<file path="src/hdl/sbfr_pkg.sv">
package sbfr_pkg;

  localparam int FRAME_BYTES = 64;
  localparam int PAYLOAD_LEN = FRAME_BYTES - 1;
  localparam int IDX_W = 6;
  localparam int COUNT_W = $clog2(FRAME_BYTES + 1);
  localparam int STORE_AW = IDX_W + 1;
  localparam int STORE_DEPTH = 1 << STORE_AW;
  localparam int CNT_W = 32;
  localparam int CMDQ_DEPTH = 2;
  localparam int CMDQ_AW = $clog2(CMDQ_DEPTH);
  localparam int OUTQ_DEPTH = 2;
  localparam int OUTQ_AW = $clog2(OUTQ_DEPTH);

  localparam logic KIND_PAYLOAD = 1'b0;
  localparam logic KIND_FAIL = 1'b1;

  typedef struct packed {
    logic                en;
    logic [STORE_AW-1:0] addr;
    logic [7:0]          data;
  } wr_t;

  typedef struct packed {
    logic valid;
    logic bank;
  } rel_t;

  typedef struct packed {
    logic             fail;
    logic             bank;
    logic [CNT_W-1:0] good_count;
    logic [CNT_W-1:0] bad_count;
  } cmd_t;

  typedef struct packed {
    logic             kind;
    logic [7:0]       payload_byte;
    logic [IDX_W-1:0] byte_index;
    logic             last_of_run;
    logic [CNT_W-1:0] good_count;
    logic [CNT_W-1:0] bad_count;
  } result_t;

endpackage

</file>
<file path="src/hdl/sbfr_frame_store.sv">
module sbfr_frame_store (
  input  logic                          clk,
  input  sbfr_pkg::wr_t                 wr,
  input  logic                          rd_en,
  input  logic [sbfr_pkg::STORE_AW-1:0] rd_addr,
  output logic [7:0]                    rd_data
);
  import sbfr_pkg::*;

  logic [7:0] mem [STORE_DEPTH];

  always_ff @(posedge clk) begin
    if (wr.en) begin
      mem[wr.addr] <= wr.data;
    end
    if (rd_en) begin
      rd_data <= mem[rd_addr];
    end
  end

endmodule

</file>
<file path="src/hdl/sbfr_cmd_fifo.sv">
module sbfr_cmd_fifo (
  input  logic           clk,
  input  logic           rst,
  input  logic           push,
  input  sbfr_pkg::cmd_t din,
  output logic           full,
  input  logic           pop,
  output sbfr_pkg::cmd_t dout,
  output logic           empty
);
  import sbfr_pkg::*;

  cmd_t entries [CMDQ_DEPTH];
  logic [CMDQ_AW-1:0] wptr;
  logic [CMDQ_AW-1:0] rptr;
  logic [CMDQ_AW:0]   count;
  logic               do_push;
  logic               do_pop;

  assign full = (count == (CMDQ_AW + 1)'(CMDQ_DEPTH));
  assign empty = (count == '0);
  assign dout = entries[rptr];
  assign do_push = push && !full;
  assign do_pop = pop && !empty;

  always_ff @(posedge clk) begin
    if (do_push) begin
      entries[wptr] <= din;
    end
    if (rst) begin
      wptr <= '0;
      rptr <= '0;
      count <= '0;
    end else begin
      if (do_push) begin
        wptr <= wptr + 1'b1;
      end
      if (do_pop) begin
        rptr <= rptr + 1'b1;
      end
      case ({do_push, do_pop})
        2'b10: count <= count + 1'b1;
        2'b01: count <= count - 1'b1;
        default: count <= count;
      endcase
    end
  end

endmodule

</file>
<file path="src/hdl/sbfr_front.sv">
module sbfr_front (
  input  logic           clk,
  input  logic           rst,
  input  logic           cfg_write,
  input  logic [7:0]     cfg_data,
  input  logic           push,
  output logic           full,
  input  logic [7:0]     rx_byte,
  output sbfr_pkg::wr_t  wr,
  input  sbfr_pkg::rel_t rel,
  output logic           cmd_push,
  output sbfr_pkg::cmd_t cmd,
  input  logic           cmd_full
);
  import sbfr_pkg::*;

  logic [7:0]         start_byte;
  logic [COUNT_W-1:0] byte_count;
  logic [7:0]         running_sum;
  logic [CNT_W-1:0]   good_frames;
  logic [CNT_W-1:0]   bad_frames;
  logic               bank;
  logic [1:0]         busy;

  logic               in_payload;
  logic               at_check;
  logic               accept;
  logic               good;
  logic [COUNT_W-1:0] slot;

  assign in_payload = (byte_count != '0) && (byte_count < COUNT_W'(FRAME_BYTES));
  assign at_check = (byte_count == COUNT_W'(FRAME_BYTES));
  assign full = (in_payload && busy[bank]) || (at_check && cmd_full);
  assign accept = push && !full;
  assign good = (rx_byte == running_sum);
  assign slot = byte_count - COUNT_W'(1);

  assign wr.en = accept && in_payload;
  assign wr.addr = {bank, slot[IDX_W-1:0]};
  assign wr.data = rx_byte;

  assign cmd_push = accept && at_check;
  assign cmd.fail = !good;
  assign cmd.bank = bank;
  assign cmd.good_count = good ? good_frames + 1'b1 : good_frames;
  assign cmd.bad_count = good ? bad_frames : bad_frames + 1'b1;

  always_ff @(posedge clk) begin
    if (rst) begin
      start_byte <= '0;
      byte_count <= '0;
      running_sum <= '0;
      good_frames <= '0;
      bad_frames <= '0;
      bank <= 1'b0;
      busy <= '0;
    end else begin
      if (cfg_write) begin
        start_byte <= cfg_data;
      end
      if (rel.valid) begin
        busy[rel.bank] <= 1'b0;
      end
      if (accept) begin
        if (byte_count == '0) begin
          if (rx_byte == start_byte) begin
            byte_count <= COUNT_W'(1);
            running_sum <= '0;
          end
        end else if (in_payload) begin
          running_sum <= running_sum + rx_byte;
          byte_count <= byte_count + 1'b1;
        end else begin
          byte_count <= '0;
          running_sum <= '0;
          good_frames <= cmd.good_count;
          bad_frames <= cmd.bad_count;
          if (good) begin
            busy[bank] <= 1'b1;
            bank <= !bank;
          end
        end
      end
    end
  end

endmodule

</file>
<file path="src/hdl/sbfr_back.sv">
module sbfr_back (
  input  logic                          clk,
  input  logic                          rst,
  input  sbfr_pkg::cmd_t                cmd,
  input  logic                          cmd_empty,
  output logic                          cmd_pop,
  output logic                          rd_en,
  output logic [sbfr_pkg::STORE_AW-1:0] rd_addr,
  input  logic [7:0]                    rd_data,
  output sbfr_pkg::rel_t                rel,
  output logic                          empty,
  input  logic                          pop,
  output sbfr_pkg::result_t             res
);
  import sbfr_pkg::*;

  typedef enum logic {ST_IDLE, ST_EMIT} state_t;

  localparam logic [IDX_W-1:0] LAST_IDX = IDX_W'(PAYLOAD_LEN - 1);

  state_t           state;
  cmd_t             cur;
  logic [IDX_W-1:0] rd_idx;
  logic             inflight;
  logic [IDX_W-1:0] inflight_idx;
  logic             inflight_last;

  result_t            outq [OUTQ_DEPTH];
  logic [OUTQ_AW-1:0] owptr;
  logic [OUTQ_AW-1:0] orptr;
  logic [OUTQ_AW:0]   ocount;

  logic    room;
  logic    can_issue;
  logic    fail_push;
  logic    owr;
  logic    opop;
  result_t owr_data;

  assign room = (({1'b0, ocount} + (OUTQ_AW + 2)'(inflight)) < (OUTQ_AW + 2)'(OUTQ_DEPTH));
  assign can_issue = (state == ST_EMIT) && room;
  assign fail_push = (state == ST_IDLE) && !cmd_empty && cmd.fail && !inflight
                     && (ocount < (OUTQ_AW + 1)'(OUTQ_DEPTH));
  assign cmd_pop = (state == ST_IDLE) && !cmd_empty && (!cmd.fail || fail_push);

  assign rd_en = can_issue;
  assign rd_addr = {cur.bank, rd_idx};
  assign rel.valid = can_issue && (rd_idx == LAST_IDX);
  assign rel.bank = cur.bank;

  assign owr = inflight || fail_push;
  assign opop = pop && !empty;
  assign empty = (ocount == '0);
  assign res = outq[orptr];

  always_comb begin
    if (inflight) begin
      owr_data.kind = KIND_PAYLOAD;
      owr_data.payload_byte = rd_data;
      owr_data.byte_index = inflight_idx;
      owr_data.last_of_run = inflight_last;
      owr_data.good_count = cur.good_count;
      owr_data.bad_count = cur.bad_count;
    end else begin
      owr_data.kind = KIND_FAIL;
      owr_data.payload_byte = '0;
      owr_data.byte_index = '0;
      owr_data.last_of_run = 1'b1;
      owr_data.good_count = cmd.good_count;
      owr_data.bad_count = cmd.bad_count;
    end
  end

  always_ff @(posedge clk) begin
    if (owr) begin
      outq[owptr] <= owr_data;
    end
    inflight_idx <= rd_idx;
    inflight_last <= (rd_idx == LAST_IDX);
    if (rst) begin
      state <= ST_IDLE;
      inflight <= 1'b0;
      rd_idx <= '0;
      owptr <= '0;
      orptr <= '0;
      ocount <= '0;
    end else begin
      inflight <= can_issue;
      case (state)
        ST_IDLE: begin
          if (cmd_pop && !cmd.fail) begin
            cur <= cmd;
            rd_idx <= '0;
            state <= ST_EMIT;
          end
        end
        ST_EMIT: begin
          if (can_issue) begin
            rd_idx <= rd_idx + 1'b1;
            if (rd_idx == LAST_IDX) begin
              state <= ST_IDLE;
            end
          end
        end
        default: state <= ST_IDLE;
      endcase
      if (owr) begin
        owptr <= owptr + 1'b1;
      end
      if (opop) begin
        orptr <= orptr + 1'b1;
      end
      case ({owr, opop})
        2'b10: ocount <= ocount + 1'b1;
        2'b01: ocount <= ocount - 1'b1;
        default: ocount <= ocount;
      endcase
    end
  end

endmodule

</file>
<file path="src/hdl/start_byte_frame_receiver_core.sv">
// Receives a framed byte stream: while idle, bytes are dropped until one matches the start
// byte register; the next 63 bytes are payload and the byte after them is a checksum that
// must equal the 8-bit wrapping sum of the payload. A good frame yields its 63 payload bytes
// in order, the final one marked last_of_run; a bad frame yields one failure word. Both
// frame counters carried on every word are the values after that frame. The front end takes
// one byte per cycle while nothing holds it off. The checksum byte is taken when the
// two-entry command queue has room, and a payload byte is held off while the store bank it
// would fill still awaits emission; the store has two banks, so one frame can arrive while
// the previous one drains. A good frame drains through the single read port of the frame
// store, and a read is started only while the two-entry output queue, counting the read in
// flight, has room, so even with pop held high the drain pauses while that queue is full. A
// frame is 65 bytes on the input, and back-to-back good frames are paced by the drain. No
// clearing pass is needed after reset.
module start_byte_frame_receiver_core (
  input  logic                             clk,
  input  logic                             rst,
  input  logic                             cfg_write,
  input  logic [7:0]                       cfg_data,
  input  logic                             push,
  output logic                             full,
  input  logic [7:0]                       rx_byte,
  output logic                             empty,
  input  logic                             pop,
  output logic                             kind,
  output logic [7:0]                       payload_byte,
  output logic [sbfr_pkg::IDX_W-1:0]       byte_index,
  output logic                             last_of_run,
  output logic [sbfr_pkg::CNT_W-1:0]       good_frame_count,
  output logic [sbfr_pkg::CNT_W-1:0]       bad_frame_count
);
  import sbfr_pkg::*;

  wr_t                 wr;
  rel_t                rel;
  cmd_t                cmd_in;
  cmd_t                cmd_out;
  logic                cmd_push;
  logic                cmd_full;
  logic                cmd_pop;
  logic                cmd_empty;
  logic                rd_en;
  logic [STORE_AW-1:0] rd_addr;
  logic [7:0]          rd_data;
  result_t             res;

  sbfr_front u_front (
    .clk       (clk),
    .rst       (rst),
    .cfg_write (cfg_write),
    .cfg_data  (cfg_data),
    .push      (push),
    .full      (full),
    .rx_byte   (rx_byte),
    .wr        (wr),
    .rel       (rel),
    .cmd_push  (cmd_push),
    .cmd       (cmd_in),
    .cmd_full  (cmd_full)
  );

  sbfr_cmd_fifo u_cmd_fifo (
    .clk   (clk),
    .rst   (rst),
    .push  (cmd_push),
    .din   (cmd_in),
    .full  (cmd_full),
    .pop   (cmd_pop),
    .dout  (cmd_out),
    .empty (cmd_empty)
  );

  sbfr_frame_store u_store (
    .clk     (clk),
    .wr      (wr),
    .rd_en   (rd_en),
    .rd_addr (rd_addr),
    .rd_data (rd_data)
  );

  sbfr_back u_back (
    .clk       (clk),
    .rst       (rst),
    .cmd       (cmd_out),
    .cmd_empty (cmd_empty),
    .cmd_pop   (cmd_pop),
    .rd_en     (rd_en),
    .rd_addr   (rd_addr),
    .rd_data   (rd_data),
    .rel       (rel),
    .empty     (empty),
    .pop       (pop),
    .res       (res)
  );

  assign kind = res.kind;
  assign payload_byte = res.payload_byte;
  assign byte_index = res.byte_index;
  assign last_of_run = res.last_of_run;
  assign good_frame_count = res.good_count;
  assign bad_frame_count = res.bad_count;

endmodule

</file>
<file path="config.mk">
export PLATFORM = sky130hd
export DESIGN_NAME = start_byte_frame_receiver_core
export DESIGN_NICKNAME = d
export VERILOG_FILES = /design/src/hdl/sbfr_pkg.sv /design/src/hdl/sbfr_frame_store.sv /design/src/hdl/sbfr_cmd_fifo.sv /design/src/hdl/sbfr_front.sv /design/src/hdl/sbfr_back.sv /design/src/hdl/start_byte_frame_receiver_core.sv
export SDC_FILE = /design/constraint.sdc
export NUM_CORES = 2
export LEC_CHECK = 0
export BUFFER_PORTS_ARGS = -buffer_cell sky130_fd_sc_hd__buf_2
export CAP_MARGIN = 20
export CORE_ASPECT_RATIO = 1.75
export CORE_UTILIZATION = 25
export CTS_CLUSTER_DIAMETER = 50
export DETAILED_ROUTE_END_ITERATION = 8
export GPL_ROUTABILITY_DRIVEN = 0
export PLACE_DENSITY = 0.46
export SYNTH_ARGS = -nofsm -noshare
export SYNTH_HDL_FRONTEND = slang
export SYNTH_SLANG_ARGS = --single-unit
</file>
<file path="constraint.sdc">
create_clock -name clk -period 5 [get_ports clk]
set_input_delay 1 -clock clk [delete_from_list [all_inputs] [get_ports clk]]
set_output_delay 1 -clock clk [all_outputs]
set_load 0.05 [all_outputs]
</file>
# Word-level counts from Yosys, hierarchy flattened
# Memories as Yosys holds them, arrays and structs flattened. A register that Yosys moved wholly into a read port is not among the register bits.
# Cells that the tools add are included.
# Widths: inputs -> output; s select.
# totals
input_bits	21
regBits	178
n_memories	3
mem_bits_rw	1316
# classes
bitwise_logic	7
magnitude_cmp	7
addsub	15
n_reduce_logical	41
n_mux	40
n_eq_ne	12
# memory_table
memory	words	word_bits	read_ports	rd_clocked_by_memory_dff	write_ports	line_no	source
u_store.mem	128	8	1	1	1	sbfr_frame_store.sv:10	logic [7:0] mem [STORE_DEPTH];
u_back.outq	2	80	1	1	1	sbfr_back.sv:28	result_t outq [OUTQ_DEPTH];
u_cmd_fifo.entries	2	66	1	1	1	sbfr_cmd_fifo.sv:13	cmd_t entries [CMDQ_DEPTH];
# op_table
operator	n
$mux 80	1
$add 32x1->32 const B	2
$mux 32	2
$mux 8	3
$mux 7	3
$logic_and 1x1->1	19
$mux 1	17
$eq 8x8->1	2
$mux 2	6
$mux 6	2
$pmux 6 s2	1
$add 8x8->8	1
$logic_not 1->1	8
$pmux 2 s2	2
$add 7x1->7 const B	1
$eq 7x7->1 const B	1
$logic_not 7->1	1
$lt 7x7->1 const B	1
$reduce_bool 7->1	1
$add 6x1->6 const B	1
$eq 2x2->1 const B	3
$eq 6x6->1 const B	1
$ne 2x2->1 const B	3
$reduce_and 3->1	2
other kinds (21)	38

# Logic depth before layout (Yosys ltp)
# logic_depth
word_depth	13
depth_mapped	12
ltp_nobuf	9

# Modules after synthesis
# Synthesis repeated with hierarchy kept, for this count alone.
# hier_totals
hier_cells	3082
hier_area_um2	59884.9
# modules_own_cells
mod	area_each_um2	n_inst	cells_each
sbfr_frame_store	39745.6	1	1635
sbfr_back	9340.2	1	484
sbfr_front	5833.1	1	732
sbfr_cmd_fifo	4966.0	1	231

# Worst setup path before layout
# Ideal clock, no wire load.
# synth_timing
path_type	register to register
start	reg u_front.byte_count[0]
end	mem u_cmd_fifo.entries[0][0] in the netlist's numbering (enable)
path_stages_with_launch	10
path_buffers	3
path_slack_ps	-328
arrival_ps	4838
synth_period_minus_slack_ps	5328
required_time_ps	4509
path_cell_list	dfxtp_1 > buf_1 > inv_1 > ha_1 > clkbuf_1 > nor2b_1 > a31oi_1 > clkbuf_1 > nand3b_1 > nor2_1
# synth_between
elab_chain_len	10
word_cells_on_any_way	13
classes_between	order compare (1); eq/ne (1); mux (2); reduce/logical (9)
# synth_lines
item	line_no	source
start: declaration	sbfr_front.sv:18	logic [COUNT_W-1:0] byte_count;
start signal: assignment	sbfr_front.sv:72	byte_count <= byte_count + 1'b1;
$lt 7x7->1 or $reduce_bool 7->1 (tied branches)	sbfr_front.sv:31	assign in_payload = (byte_count != '0) && (byte_count < COUNT_W'(FRAME_BYTES));
$logic_and 1x1->1	sbfr_front.sv:31	
$logic_and 1x1->1	sbfr_front.sv:33	assign full = (in_payload && busy[bank]) || (at_check && cmd_full);
$logic_or 1x1->1	sbfr_front.sv:33	
$logic_not 1->1	sbfr_front.sv:34	assign accept = push && !full;
$logic_and 1x1->1	sbfr_front.sv:34	
$logic_and 1x1->1 *	sbfr_front.sv:42	assign cmd_push = accept && at_check;
$logic_and 1x1->1 *	sbfr_cmd_fifo.sv:23	assign do_push = push && !full;
$mux 1 *	sbfr_cmd_fifo.sv:27	if (do_push) begin
$mux 1 (implied by the code) *	sbfr_cmd_fifo.sv:28	entries[wptr] <= din;
end: declaration	sbfr_cmd_fifo.sv:13	
# Mark *: on every way between the ends. The rest lies on a longest branch, timed or not.

# Worst setup path in the final report
# layout_timing
start	reg u_front.byte_count[0]
end	out full
# layout_between
elab_chain_len	4
word_cells_on_any_way	7
classes_between	order compare (1); eq/ne (1); reduce/logical (5)
# layout_lines
item	line_no	source
$lt 7x7->1 or $reduce_bool 7->1 (tied branches)	sbfr_front.sv:31	
$logic_and 1x1->1	sbfr_front.sv:31	
$logic_and 1x1->1	sbfr_front.sv:33	
$logic_or 1x1->1 *	sbfr_front.sv:33	
end: declaration	start_byte_frame_receiver_core.sv:20	output logic full,
# Marked as above.

==> flow_summary.json <==
{
  "syn-instance-count": 3333,
  "die-area_um2": 242000,
  "avgViaCountPerCell": 4.52,
  "worstSkewPairLatency_ns": 0.81,
  "syn_area_um2": 59900,
  "timing.critical_path.required_ns": 4.00,
  "postSynthRegisterBits": 1504,
  "route.antenna.remaining_nets": 0,
  "sw_frac_of_total_pct": 26.3,
  "ir_drop_uv": 256,
  "io_buffer_count": 102,
  "placeableCoreArea_um2": 238000,
  "dieWidth_um": 372,
  "crit_type": "flip-flop to primary output",
  "timing.critical_path.cells": "inv_1, ha_1, nor2b_1, and2_0, o31ai_1, buf_2",
  "run_status": "finished, final reports clean",
  "final_nets": 3568,
  "wirelength_um": 166000,
  "layout-drive-gt1-share_pct": 24.6,
  "cellLeakagePower_nw": 20.6,
  "cts_hold_repair.buffers": 0,
  "mostFrequentLayoutCells": "edfxtp_1, nor2_1, mux2_2",
  "worst_setup_path_end_kind": "primary output",
  "layout_commonest_cell": "edfxtp_1",
  "internal-power_mw": 22.1,
  "yosysWarnings": 0,
  "grt_util_all_layers_pct": 13.5,
  "overflow": 0,
  "cts.sinks": 1504,
  "rows": 237,
  "cts_resized": 0,
  "fillers": 23549,
  "seqPwrFrac_pct": 48.3,
  "finalSetupViolCount": 0,
  "max-slew-margin-rel_pct": 26.1,
  "fin_cells": 6744,
  "hpwlAfterDp_um": 110000,
  "final_hold_viol_count": 0,
  "root_buffer": "clkbuf_16",
  "dp.cells": 6484,
  "power_density_nw_per_um2": 432,
  "cp_data_arrival_time_ns": 3.56,
  "routed-via-count": 30515,
  "area_growth_syn_to_fin_pct": 15.9,
  "multiInputGateArea_um2": 15100,
  "post_dp_cell_area_um2": 64700,
  "layout_min_cycle_time_ns": 4.56,
  "grt_start_max_net_pins": 130,
  "stdcell_area_um2": 69400,
  "drt_pass1_iterations": 8,
  "synthFlopType": "edfxtp_1",
  "drc": 0,
  "p_sw_mw": 7.89,
  "grt_setup_unrepaired": "false",
  "critical_path.max_stage_delay_ns": 0.69,
  "net_count_of_the_mapped_netlist": 3370,
  "start_util_pct": 25.1,
  "die_height_um": 649,
  "htree_levels": 4,
  "max_clock_freq_ghz": 0.220,
  "grt_pass1_vias": 31852,
  "synth.lib_cells_used.distinct": 72,
  "dr.first_iter.drc_count": 2124,
  "synth_edf_count": 1389,
  "seq_area_frac_synth_pct": 73.5,
  "drt-wirelength-per-cell_um": 24.6,
  "avgSynthCellArea_um2": 18.0,
  "design.portCount": 103,
  "cts_max_path_buffers": 4,
  "min_period_over_period_pct": 91.1,
  "critPathLaunchType": "flip-flop",
  "critical_path.max_fanout": 14,
  "postCtsSetupBuffers": 0,
  "finalClockSkew_ns": 0.0715,
  "maxCapViolations": 0,
  "worst_hold_slack_ns": 0.453,
  "clockPowerShare_pct": 36.7,
  "layout.core_utilization_pct": 29.1,
  "grt_pass1_wl_um": 236000,
  "worst_pin_slew_ns": 1.10,
  "pwr-share-comb_pct": 15.0,
  "seq_area_um2": 44000,
  "timing.critical_path.slowest_stage_cell": "o31ai_1",
  "cts_inserted_buffers": 152,
  "final-max-slew-violation-count": 0,
  "cts_tree": "yes",
  "tns_ns": 0,
  "antenna_violations_before_repair": 5,
  "synthArstFlopShare_pct": 0,
  "holdCritPathClass": "primary input to flip-flop",
  "clk_pin_slew_worst_paths_ns": 0.07
}
-- Yosys cell counts, drive strengths merged (12+ instances only) --
master     n  area (um^2)
nand4     23          144
mux2i    147         1470
nor2b     24          150
a221oi    12          105
xor2      62          543
o22ai     19          119
mux2     230         2590
a31oi     13         81.3
clkbuf   108          405
ha        15          188
buf       64          324
nand2    104          390
dfxtp    115         2300
edfxtp  1389        41700
nor2     295         1110
o21ai     34          170
and3      15         93.8
mux4     217         4890
and2      22          138
inv       19         73.8
nand3     48          240
a211oi    22          165
nor3      47          262
or3       23          144
nor4      13         96.3
xnor2     81          709
o221ai    20          175
a21oi     49          245
-- state kept, by name, indices dropped and copies added, names as in the netlist, 32 cells and up, named ones only --
register and count:
u_back.outq 160, u_front.bad_frames 32, u_front.good_frames 32, u_store.mem 1024
u_back.cur 64, u_cmd_fifo.entries 132
-- stage by stage --
stage                     total power [mW]  setup slack [ns]
after floorplan                       17.8            -0.328
after global placement                19.4             0.880
after detailed placement              19.4             0.875
after CTS                             30.5             0.364
after global routing                  31.0             0.292
final                                 30.0             0.444
-- final timing paths --
kind                                  startpoint                                   to  slack, ns  cells after the start
max           u_front.byte_count[0]$_SDFFE_PP0P_                                 full       0.44                      6
min                                  cfg_data[5]   u_front.start_byte[5]$_SDFFE_PP0P_       0.45                      3
max reg2reg   u_front.byte_count[0]$_SDFFE_PP0P_          u_store.mem[5][5]$_DFFE_PP_       0.81                      8
min reg2reg  u_front.running_sum[2]$_SDFFE_PP0P_  u_front.running_sum[2]$_SDFFE_PP0P_       0.47                      2
-- power groups by stage --
stage                     clock (mW)  combinational [mW]  sequential [mW]
after floorplan                    0                3.25             14.6
after CTS                       11.3                4.65             14.5
after global placement             0                4.62             14.7
after global routing            11.7                4.81             14.5
final                           11.0                4.50             14.5
after detailed placement           0                4.64             14.8
-- layer usage --
metal	up-vias	wire, um	global-route usage, %
met4	0	7040	5.60
met3	275	5840	1.60
met2	699	93200	26.3
li1	13533	-	-
met5	-	0	0
met1	16008	59600	14.4
-- worst max-delay path: cells and delay by family (launching register included) --
kind,cells,cell delay (ns)
AO/OA/AOI/OAI,1,0.69
buffers and inverters,2,0.61
flip-flops,1,0.58
AND/OR/NAND/NOR,2,0.52
adder cells (fa/ha/maj),1,0.34
-- cells by family after synthesis --
kind of cell,Yosys count,share of synthesized area [%]
AO/OA/AOI/OAI,233,2.67
XOR/XNOR,143,2.09
adder cells (fa/ha/maj),16,0.347
buffers and inverters,192,1.35
flip-flops,1504,73.5
multiplexers,594,14.9
AND/OR/NAND/NOR,651,5.09
-- area by class of cell --
class	instances	area share (%)
antenna	3	0.0108
clock buffer	200	5.91
clock inverter	57	0.781
inverter	20	0.114
multi-input combinational	1637	21.8
sequential	1504	63.5
tap	3107	5.60
timing repair buffer	216	2.32
No activity file was read; power rests on OpenSTA's default activity.
